$ cat config.mk
export PLATFORM = sky130hd
export DESIGN_NAME = sparse_triplet_multiply_unit
export DESIGN_NICKNAME = d
export VERILOG_FILES = /design/src/design/stm_pkg.sv /design/src/design/stm_cell.sv /design/src/design/stm_product.sv /design/src/design/sparse_triplet_multiply_unit.sv
export SDC_FILE = /design/constraint.sdc
export NUM_CORES = 2
export LEC_CHECK = 0
export ABC_AREA = 1
export ABC_CLOCK_PERIOD_IN_PS = 16350
export BUFFER_PORTS_ARGS = -buffer_cell sky130_fd_sc_hd__buf_2
export CORE_MARGIN = 5
export CORE_UTILIZATION = 59
export DETAILED_ROUTE_END_ITERATION = 8
export GPL_ROUTABILITY_DRIVEN = 0
export PLACE_DENSITY = 0.75
export SLEW_MARGIN = 10
export SYNTH_ARGS = -nofsm -noshare
export SYNTH_HDL_FRONTEND = slang
export SYNTH_SLANG_ARGS = --single-unit
$ cat constraint.sdc
create_clock -name clk -period 16.35 [get_ports clk]
set_input_delay 1.635 -clock clk [delete_from_list [all_inputs] [get_ports clk]]
set_output_delay 1.635 -clock clk [all_outputs]
set_load 0.01 [all_outputs]
$ cat src/design/stm_pkg.sv
`default_nettype none

package stm_pkg;

	localparam int DEF_MAX_B_ENTRIES = 64;
	localparam int DEF_INDEX_BITS    = 8;
	localparam int DEF_VALUE_BITS    = 16;
	localparam int PRODUCT_BITS      = 32;

	typedef enum logic [1:0] {
		ACT_CLEAR   = 2'd0,
		ACT_APPEND  = 2'd1,
		ACT_PRESENT = 2'd2
	} action_t;

	// Per-cell control: load a new B triplet, or take the neighbour's entry.
	typedef struct packed {
		logic load;
		logic shift;
	} cell_ctrl_t;

	// Compare-stage flags handed to the product stage.
	typedef struct packed {
		logic hit;
		logic pass_end;
	} scan_ctrl_t;

endpackage

`default_nettype wire

$ cat src/design/stm_cell.sv
`default_nettype none

module stm_cell #(
	parameter int IDX_W = 8,
	parameter int VAL_W = 16
) (
	input  wire                    clk,
	input  stm_pkg::cell_ctrl_t    ctrl,
	input  wire  [IDX_W-1:0]       load_row,
	input  wire  [IDX_W-1:0]       load_col,
	input  wire  [VAL_W-1:0]       load_value,
	input  wire  [IDX_W-1:0]       next_row,
	input  wire  [IDX_W-1:0]       next_col,
	input  wire  [VAL_W-1:0]       next_value,
	output logic [IDX_W-1:0]       row,
	output logic [IDX_W-1:0]       col,
	output logic [VAL_W-1:0]       value
);
	import stm_pkg::*;

	logic [IDX_W-1:0] row_q;
	logic [IDX_W-1:0] col_q;
	logic [VAL_W-1:0] value_q;

	always_ff @(posedge clk) begin
		if (ctrl.load) begin
			row_q   <= load_row;
			col_q   <= load_col;
			value_q <= load_value;
		end else if (ctrl.shift) begin
			row_q   <= next_row;
			col_q   <= next_col;
			value_q <= next_value;
		end
	end

	assign row   = row_q;
	assign col   = col_q;
	assign value = value_q;

endmodule

`default_nettype wire

$ cat src/design/stm_product.sv
`default_nettype none

module stm_product #(
	parameter int IDX_W = 8,
	parameter int VAL_W = 16
) (
	input  wire                               clk,
	input  wire                               arst_n,
	input  stm_pkg::scan_ctrl_t               ctrl_s1,
	input  wire  [IDX_W-1:0]                  b_col_s1,
	input  wire  signed [VAL_W-1:0]           b_value_s1,
	input  wire  [IDX_W-1:0]                  a_row,
	input  wire  signed [VAL_W-1:0]           a_value,
	output logic                              pass_done,
	output logic                              result_valid,
	output logic [IDX_W-1:0]                  out_row,
	output logic [IDX_W-1:0]                  out_col,
	output logic signed [stm_pkg::PRODUCT_BITS-1:0] product,
	output logic                              last
);
	import stm_pkg::*;

	logic signed [PRODUCT_BITS-1:0] a_ext;
	logic signed [PRODUCT_BITS-1:0] b_ext;

	logic                           hit_s2;
	logic                           end_s2;
	logic [IDX_W-1:0]               col_s2;
	logic signed [PRODUCT_BITS-1:0] prod_s2;
	logic                           end_s3;

	logic                           pend_valid_q;
	logic [IDX_W-1:0]               pend_col_q;
	logic signed [PRODUCT_BITS-1:0] pend_prod_q;

	logic                           valid_q;
	logic                           last_q;
	logic [IDX_W-1:0]               row_q;
	logic [IDX_W-1:0]               col_q;
	logic signed [PRODUCT_BITS-1:0] prod_q;

	logic emit_mid;
	logic emit_last;

	// Only the low product bits are kept, so sign-extended operands suffice.
	assign a_ext = PRODUCT_BITS'(a_value);
	assign b_ext = PRODUCT_BITS'(b_value_s1);

	always_ff @(posedge clk or negedge arst_n) begin
		if (!arst_n) begin
			hit_s2 <= 1'b0;
			end_s2 <= 1'b0;
			end_s3 <= 1'b0;
		end else begin
			hit_s2 <= ctrl_s1.hit;
			end_s2 <= ctrl_s1.pass_end;
			end_s3 <= end_s2;
		end
	end

	always_ff @(posedge clk) begin
		col_s2  <= b_col_s1;
		prod_s2 <= a_ext * b_ext;
	end

	// A match is held until the next match or pass end, so the final one carries last.
	assign emit_mid  = hit_s2 && pend_valid_q;
	assign emit_last = end_s3 && pend_valid_q;

	always_ff @(posedge clk or negedge arst_n) begin
		if (!arst_n) begin
			pend_valid_q <= 1'b0;
			valid_q      <= 1'b0;
			last_q       <= 1'b0;
		end else begin
			if (hit_s2) begin
				pend_valid_q <= 1'b1;
			end else if (end_s3) begin
				pend_valid_q <= 1'b0;
			end
			valid_q <= emit_mid || emit_last;
			last_q  <= emit_last;
		end
	end

	always_ff @(posedge clk) begin
		if (hit_s2) begin
			pend_col_q  <= col_s2;
			pend_prod_q <= prod_s2;
		end
		if (emit_mid || emit_last) begin
			row_q  <= a_row;
			col_q  <= pend_col_q;
			prod_q <= pend_prod_q;
		end
	end

	assign pass_done    = end_s3;
	assign result_valid = valid_q;
	assign out_row      = row_q;
	assign out_col      = col_q;
	assign product      = prod_q;
	assign last         = last_q;

endmodule

`default_nettype wire

$ cat src/design/sparse_triplet_multiply_unit.sv
// Channel   Ports                                           Handshake
// command   action, row_index, col_index, entry_value       start high while busy low
// result    out_row, out_col, product, last                 result_valid, one cycle each
//
// Clear, append, unused and zero-valued present beats leave busy low.
// A present beat with a nonzero value rotates the B ring once round, one entry per
// cycle, and busy stays high until the pass is done, however few entries are filled.
// Results leave at most one per cycle and cannot be stalled by the receiver.
// Reset empties the store; the ring contents are only read below the fill count.
`default_nettype none

module sparse_triplet_multiply_unit #(
	parameter int MAX_B_ENTRIES = stm_pkg::DEF_MAX_B_ENTRIES,
	parameter int INDEX_BITS    = stm_pkg::DEF_INDEX_BITS,
	parameter int VALUE_BITS    = stm_pkg::DEF_VALUE_BITS
) (
	input  wire                                     clk,
	input  wire                                     arst_n,
	input  wire                                     start,
	output logic                                    busy,
	input  wire  [1:0]                              action,
	input  wire  [INDEX_BITS-1:0]                   row_index,
	input  wire  [INDEX_BITS-1:0]                   col_index,
	input  wire  signed [VALUE_BITS-1:0]            entry_value,
	output logic                                    result_valid,
	output logic [INDEX_BITS-1:0]                   out_row,
	output logic [INDEX_BITS-1:0]                   out_col,
	output logic signed [stm_pkg::PRODUCT_BITS-1:0] product,
	output logic                                    last
);
	import stm_pkg::*;

	localparam int CNT_W = $clog2(MAX_B_ENTRIES + 1);
	localparam int K_W   = (MAX_B_ENTRIES > 1) ? $clog2(MAX_B_ENTRIES) : 1;

	logic                         accept;
	logic                         do_append;
	logic                         do_clear;
	logic                         do_present;

	logic                         busy_q;
	logic                         scanning_q;
	logic [K_W-1:0]               scan_k_q;
	logic [CNT_W-1:0]             b_count_q;
	logic [INDEX_BITS-1:0]        a_row_q;
	logic [INDEX_BITS-1:0]        a_col_q;
	logic signed [VALUE_BITS-1:0] a_value_q;

	logic [INDEX_BITS-1:0]        cell_row   [MAX_B_ENTRIES];
	logic [INDEX_BITS-1:0]        cell_col   [MAX_B_ENTRIES];
	logic [VALUE_BITS-1:0]        cell_value [MAX_B_ENTRIES];

	scan_ctrl_t                   ctrl_s1;
	logic [INDEX_BITS-1:0]        b_col_s1;
	logic signed [VALUE_BITS-1:0] b_value_s1;
	logic                         scan_last;
	logic                         pass_done;

	assign accept = start && !busy_q;

	always_comb begin
		do_clear   = 1'b0;
		do_append  = 1'b0;
		do_present = 1'b0;
		if (accept) begin
			case (action_t'(action))
				ACT_CLEAR:   do_clear = 1'b1;
				ACT_APPEND:  do_append = (entry_value != '0) &&
				                         (b_count_q < CNT_W'(MAX_B_ENTRIES));
				ACT_PRESENT: do_present = (entry_value != '0);
				default:     do_clear = 1'b0;
			endcase
		end
	end

	assign scan_last = (scan_k_q == K_W'(MAX_B_ENTRIES - 1));

	always_ff @(posedge clk or negedge arst_n) begin
		if (!arst_n) begin
			busy_q     <= 1'b0;
			scanning_q <= 1'b0;
			scan_k_q   <= '0;
			b_count_q  <= '0;
		end else begin
			if (do_clear) begin
				b_count_q <= '0;
			end else if (do_append) begin
				b_count_q <= b_count_q + 1'b1;
			end
			if (do_present) begin
				busy_q     <= 1'b1;
				scanning_q <= 1'b1;
			end else if (pass_done) begin
				busy_q <= 1'b0;
			end
			if (scanning_q) begin
				if (scan_last) begin
					scanning_q <= 1'b0;
					scan_k_q   <= '0;
				end else begin
					scan_k_q <= scan_k_q + 1'b1;
				end
			end
		end
	end

	always_ff @(posedge clk) begin
		if (do_present) begin
			a_row_q   <= row_index;
			a_col_q   <= col_index;
			a_value_q <= entry_value;
		end
	end

	// The ring turns once per pass, bringing each entry to cell zero in load order
	// and leaving every entry back in its own cell at the end.
	for (genvar i = 0; i < MAX_B_ENTRIES; i++) begin : g_cell
		localparam int NXT = (i + 1) % MAX_B_ENTRIES;
		cell_ctrl_t ctrl;

		assign ctrl.load  = do_append && (b_count_q == CNT_W'(i));
		assign ctrl.shift = scanning_q;

		stm_cell #(
			.IDX_W (INDEX_BITS),
			.VAL_W (VALUE_BITS)
		) u_cell (
			.clk        (clk),
			.ctrl       (ctrl),
			.load_row   (row_index),
			.load_col   (col_index),
			.load_value (entry_value),
			.next_row   (cell_row[NXT]),
			.next_col   (cell_col[NXT]),
			.next_value (cell_value[NXT]),
			.row        (cell_row[i]),
			.col        (cell_col[i]),
			.value      (cell_value[i])
		);
	end

	always_ff @(posedge clk or negedge arst_n) begin
		if (!arst_n) begin
			ctrl_s1 <= '0;
		end else begin
			ctrl_s1.hit      <= scanning_q && (CNT_W'(scan_k_q) < b_count_q) &&
			                    (cell_row[0] == a_col_q);
			ctrl_s1.pass_end <= scanning_q && scan_last;
		end
	end

	always_ff @(posedge clk) begin
		b_col_s1   <= cell_col[0];
		b_value_s1 <= cell_value[0];
	end

	stm_product #(
		.IDX_W (INDEX_BITS),
		.VAL_W (VALUE_BITS)
	) u_product (
		.clk          (clk),
		.arst_n       (arst_n),
		.ctrl_s1      (ctrl_s1),
		.b_col_s1     (b_col_s1),
		.b_value_s1   (b_value_s1),
		.a_row        (a_row_q),
		.a_value      (a_value_q),
		.pass_done    (pass_done),
		.result_valid (result_valid),
		.out_row      (out_row),
		.out_col      (out_col),
		.product      (product),
		.last         (last)
	);

	assign busy = busy_q;

	a_count_bound: assert property (@(posedge clk) disable iff (!arst_n)
		b_count_q <= CNT_W'(MAX_B_ENTRIES))
		else $error("B fill count exceeds store depth");

	a_scan_in_pass: assert property (@(posedge clk) disable iff (!arst_n)
		scanning_q |-> busy_q)
		else $error("ring rotating outside a pass");

	a_idle_index: assert property (@(posedge clk) disable iff (!arst_n)
		!scanning_q |-> (scan_k_q == '0))
		else $error("scan index not parked between passes");

	a_done_in_pass: assert property (@(posedge clk) disable iff (!arst_n)
		pass_done |-> (busy_q && !scanning_q))
		else $error("pass completion outside a pass");

	a_store_stable: assert property (@(posedge clk) disable iff (!arst_n)
		scanning_q |=> $stable(b_count_q))
		else $error("fill count changed during a pass");

endmodule

`default_nettype wire
==> results by group <==
Detailed routing
  • Vias: 71123
  • First-pass detailed-route iteration total: 7
  • Final WL: 288 mm
  • Via density: 5.89
  • ANT nets after route: 0
  • DR iter-0 viols: 10573
  • Remaining DRCs: 0
  • WL per Instance: 23.9 µm

STA
  • Clock skew: 60.2 ps
  • RSZ-0062 raised after global routing: false
  • Rel. slew slack: 14.0%
  • Final Hold Fails: 0
  • Max-slew violation count: 0
  • Minimum clock period: 6250 ps
  • Final setup vio count: 0
  • TNS Setup: 0 ps
  • Tcrit/Tclk final: 38.2%
  • Tightest Pin Transition: 1290 ps
  • Fmax: 160 MHz

Synth
  • Syn nets: 10185
  • Mapped Area: 103000 µm²
  • Synthesized flop and latch total: 2255
  • Ys flop type: edfxtp_1
  • Mapped Cells: 9794
  • Number of synthesized flops with an enable pin: 2168
  • Yosys warns: 0
  • Async SR Flop Fraction: 1.02%
  • Sequential share of the synthesized area: 65.2%
  • Syn avg cell area: 10.5 µm²
  • Yosys cell types: 40

Pwr
  • Peak supply drop: 103 µV
  • Power density of the placed cells: 102 nW/µm²
  • Pleak: 50.2 nW

Global routing
  • GR Util All Layers: 31.4%
  • First-pass GRT wire length: 421 mm
  • Via count of the first global-routing pass: 67571
  • Largest net degree at the start of global routing: 66
  • Initial antenna violation count: 16
  • Congestion Overflow GR: 0

Min path
  • Hold Path Class: flop to flop

Floorplanning
  • Initial Util: 59.2%
  • I/O pins: 88
  • Overall die width: 427 µm
  • Core area: 173000 µm²
  • Rows: 153
  • Die Span Y: 427 µm
  • Die area: 182000 µm²

Finish
  • Nets: 9944
  • P&R area growth vs syn: 8.57%
  • Core Util, Final: 64.3%
  • Fin cells: 12066
  • Layout cells sized above 1: 6.83%

Placed design
  • HPWL Detailed: 171 mm
  • IO buf count: 87
  • Placed cell count: 11657

CTS
  • Inserted Clock Buffers: 217
  • CTS max path bufs: 3
  • H-tree depth: 4
  • Worst skew pair latency: 860 ps
  • CTS sink count: 2255
  • Post-cts sizing count: 0
  • Hold_buf cts: 0
  • Worst-path clk slew: 60 ps
  • CTS Root Cell: clkbuf_16
  • Post-CTS setup buffer count: 0
  • CTS tree: yes

Status
  • Status: finished, final reports clean

Flow run
  • Max cap viols: 0

Critical path
  • WP data required: 17060 ps
  • Worst Setup Start Kind: flop
  • Crit Path Max Fanout: 16
  • Crit path largest cell delay: 870 ps
  • Crit path kind: flop to flop
  • CP cell instances: nand2_1 -> inv_1 -> fa_1 -> fa_1 -> inv_1 -> fa_1 -> inv_1 -> fa_1 -> inv_1 -> fa_1 -> fa_1 -> inv_1 -> ha_1 -> nand2_1 -> nor2_1 -> nand3_1 -> nor3_1 -> nand2_1 -> inv_1 -> nor2_1 -> nand2_1 -> nand2_1
  • Arrival time worst endpoint: 6960 ps
  • Worst setup EP type: flop
  • Critical path's slowest cell: fa_1
## final timing paths
| check | depth (start not counted) | from | endpoint | slack, ps |
|---|---|---|---|---|
| setup / recovery | 22 | b_value_s1[1]$_DFF_P_ | u_product.prod_s2[31]$_DFF_P_ | 10100 |
| hold / removal | 0 | b_col_s1[1]$_DFF_P_ | u_product.col_s2[1]$_DFF_P_ | 330 |
| setup reg to reg | 22 | b_value_s1[1]$_DFF_P_ | u_product.prod_s2[31]$_DFF_P_ | 10100 |
| hold reg to reg | 0 | b_col_s1[1]$_DFF_P_ | u_product.col_s2[1]$_DFF_P_ | 330 |
| max in group asynchronous | 1 | arst_n | u_product.hit_s2$_DFF_PN0_ | 15070 |
| min in group asynchronous | 1 | arst_n | u_product.result_valid$_DFF_PN0_ | 790 |
## critical path: cells and delay by family (launching register included)
kind / cells / cell delay, ps
fa+ha+maj: 7 / 3670
buf+inv: 6 / 620
flops: 1 / 840
simple gates: 9 / 1020
## report_power, final
| group | switching [mW] | internal, mW | leakage [nW] | total [mW] |
|---|---|---|---|---|
| combinational | 0.223 | 0.0143 | 19.6 | 0.237 |
| sequential | 0 | 6.23 | 27.2 | 6.23 |
| clock | 2.19 | 2.74 | 3.35 | 4.93 |
| total | 2.42 | 8.98 | 50.2 | 11.4 |
## synthesized netlist by cell type (3+ instances only)
cell | instances | share of area (%)
nor3_2 | 31 | 0.30
dfxtp_1 | 64 | 1.2
inv_2 | 22 | 0.080
nor2_2 | 5 | 0.030
clkbuf_1 | 437 | 1.6
nand4_1 | 21 | 0.13
fa_1 | 262 | 5.1
o21bai_1 | 8 | 0.059
o21ai_1 | 269 | 1.3
ha_1 | 92 | 1.1
buf_1 | 32 | 0.12
or2_2 | 3 | 0.018
inv_1 | 517 | 1.9
nand3_1 | 43 | 0.21
a21oi_1 | 29 | 0.14
nor2_1 | 105 | 0.38
xnor2_1 | 5 | 0.043
buf_2 | 209 | 1.0
xor2_1 | 22 | 0.19
o21ai_0 | 842 | 4.1
nand2_1 | 4540 | 17
clkbuf_2 | 6 | 0.029
dfrtp_1 | 23 | 0.56
edfxtp_1 | 2168 | 63
nor3_1 | 15 | 0.073
buf_4 | 5 | 0.037
## cells in the final DEF (no fill, tap or decap), drive strengths merged, types with 43 or more instances in the layout
master / n
nor2: 111
nor3: 48
inv: 538
o21ai: 1111
dfxtp: 64
nand2: 4541
edfxtp: 2168
fa: 262
nand3: 43
clkinv: 83
buf: 231
ha: 92
clkbuf: 292
## state kept, by name, summed over array words and instances (netlist names), 16 cells and up
register               cells
g_cell.u_cell.col        512
u_product.product         32
b_value_s1                16
g_cell.u_cell.value     1024
g_cell.u_cell.row        512
u_product.pend_prod_q     32
u_product.prod_s2         32
a_value_q                 16
## final cells by class
cell class | count | area, µm²
sequential | 2255 | 67000
fill | 12822 | 62000
multi-input combinational | 6309 | 31100
clock buffer | 292 | 5810
tap | 2325 | 2910
inverter | 539 | 2030
timing repair buffer | 231 | 1530
clock inverter | 99 | 1100
antenna | 16 | 40.0
## per-layer routing
layer | wire length, µm | global-route usage [%] | share of wire, % | vias up
li1 | - | - | - | 31566
met1 | 98000 | 38.9 | 34 | 33588
met2 | 130000 | 48.6 | 45 | 4928
met3 | 41500 | 10.6 | 14 | 1037
met4 | 19100 | 17.7 | 6.6 | 4
met5 | 75 | 0 | 0.026 | -
## kinds of logic after synthesis
logic type	synth area share, %
xor+xnor	0.230
compound gates	5.67
fa+ha+maj	6.23
flops	65.2
buf+inv	4.79
simple gates	17.9
## metrics by stage
| stage | power, mW | hold WS (ps) | setup slack [ps] | area, µm² |
|---|---|---|---|---|
| 6_report | 11.4 | 327 | 10100 | 111000 |
| 3_5_place_dp | 6.57 | 314 | 9190 | 104000 |
| 4_1_cts | 11.4 | 326 | 10080 | 111000 |
| 3_3_place_gp | 6.57 | 312 | 9370 | 104000 |
| 2_1_floorplan | 6.41 | 310 | 10940 | 103000 |
| 5_1_grt | 11.6 | 329 | 9820 | 111000 |
Power figures use the tool's default switching activity.
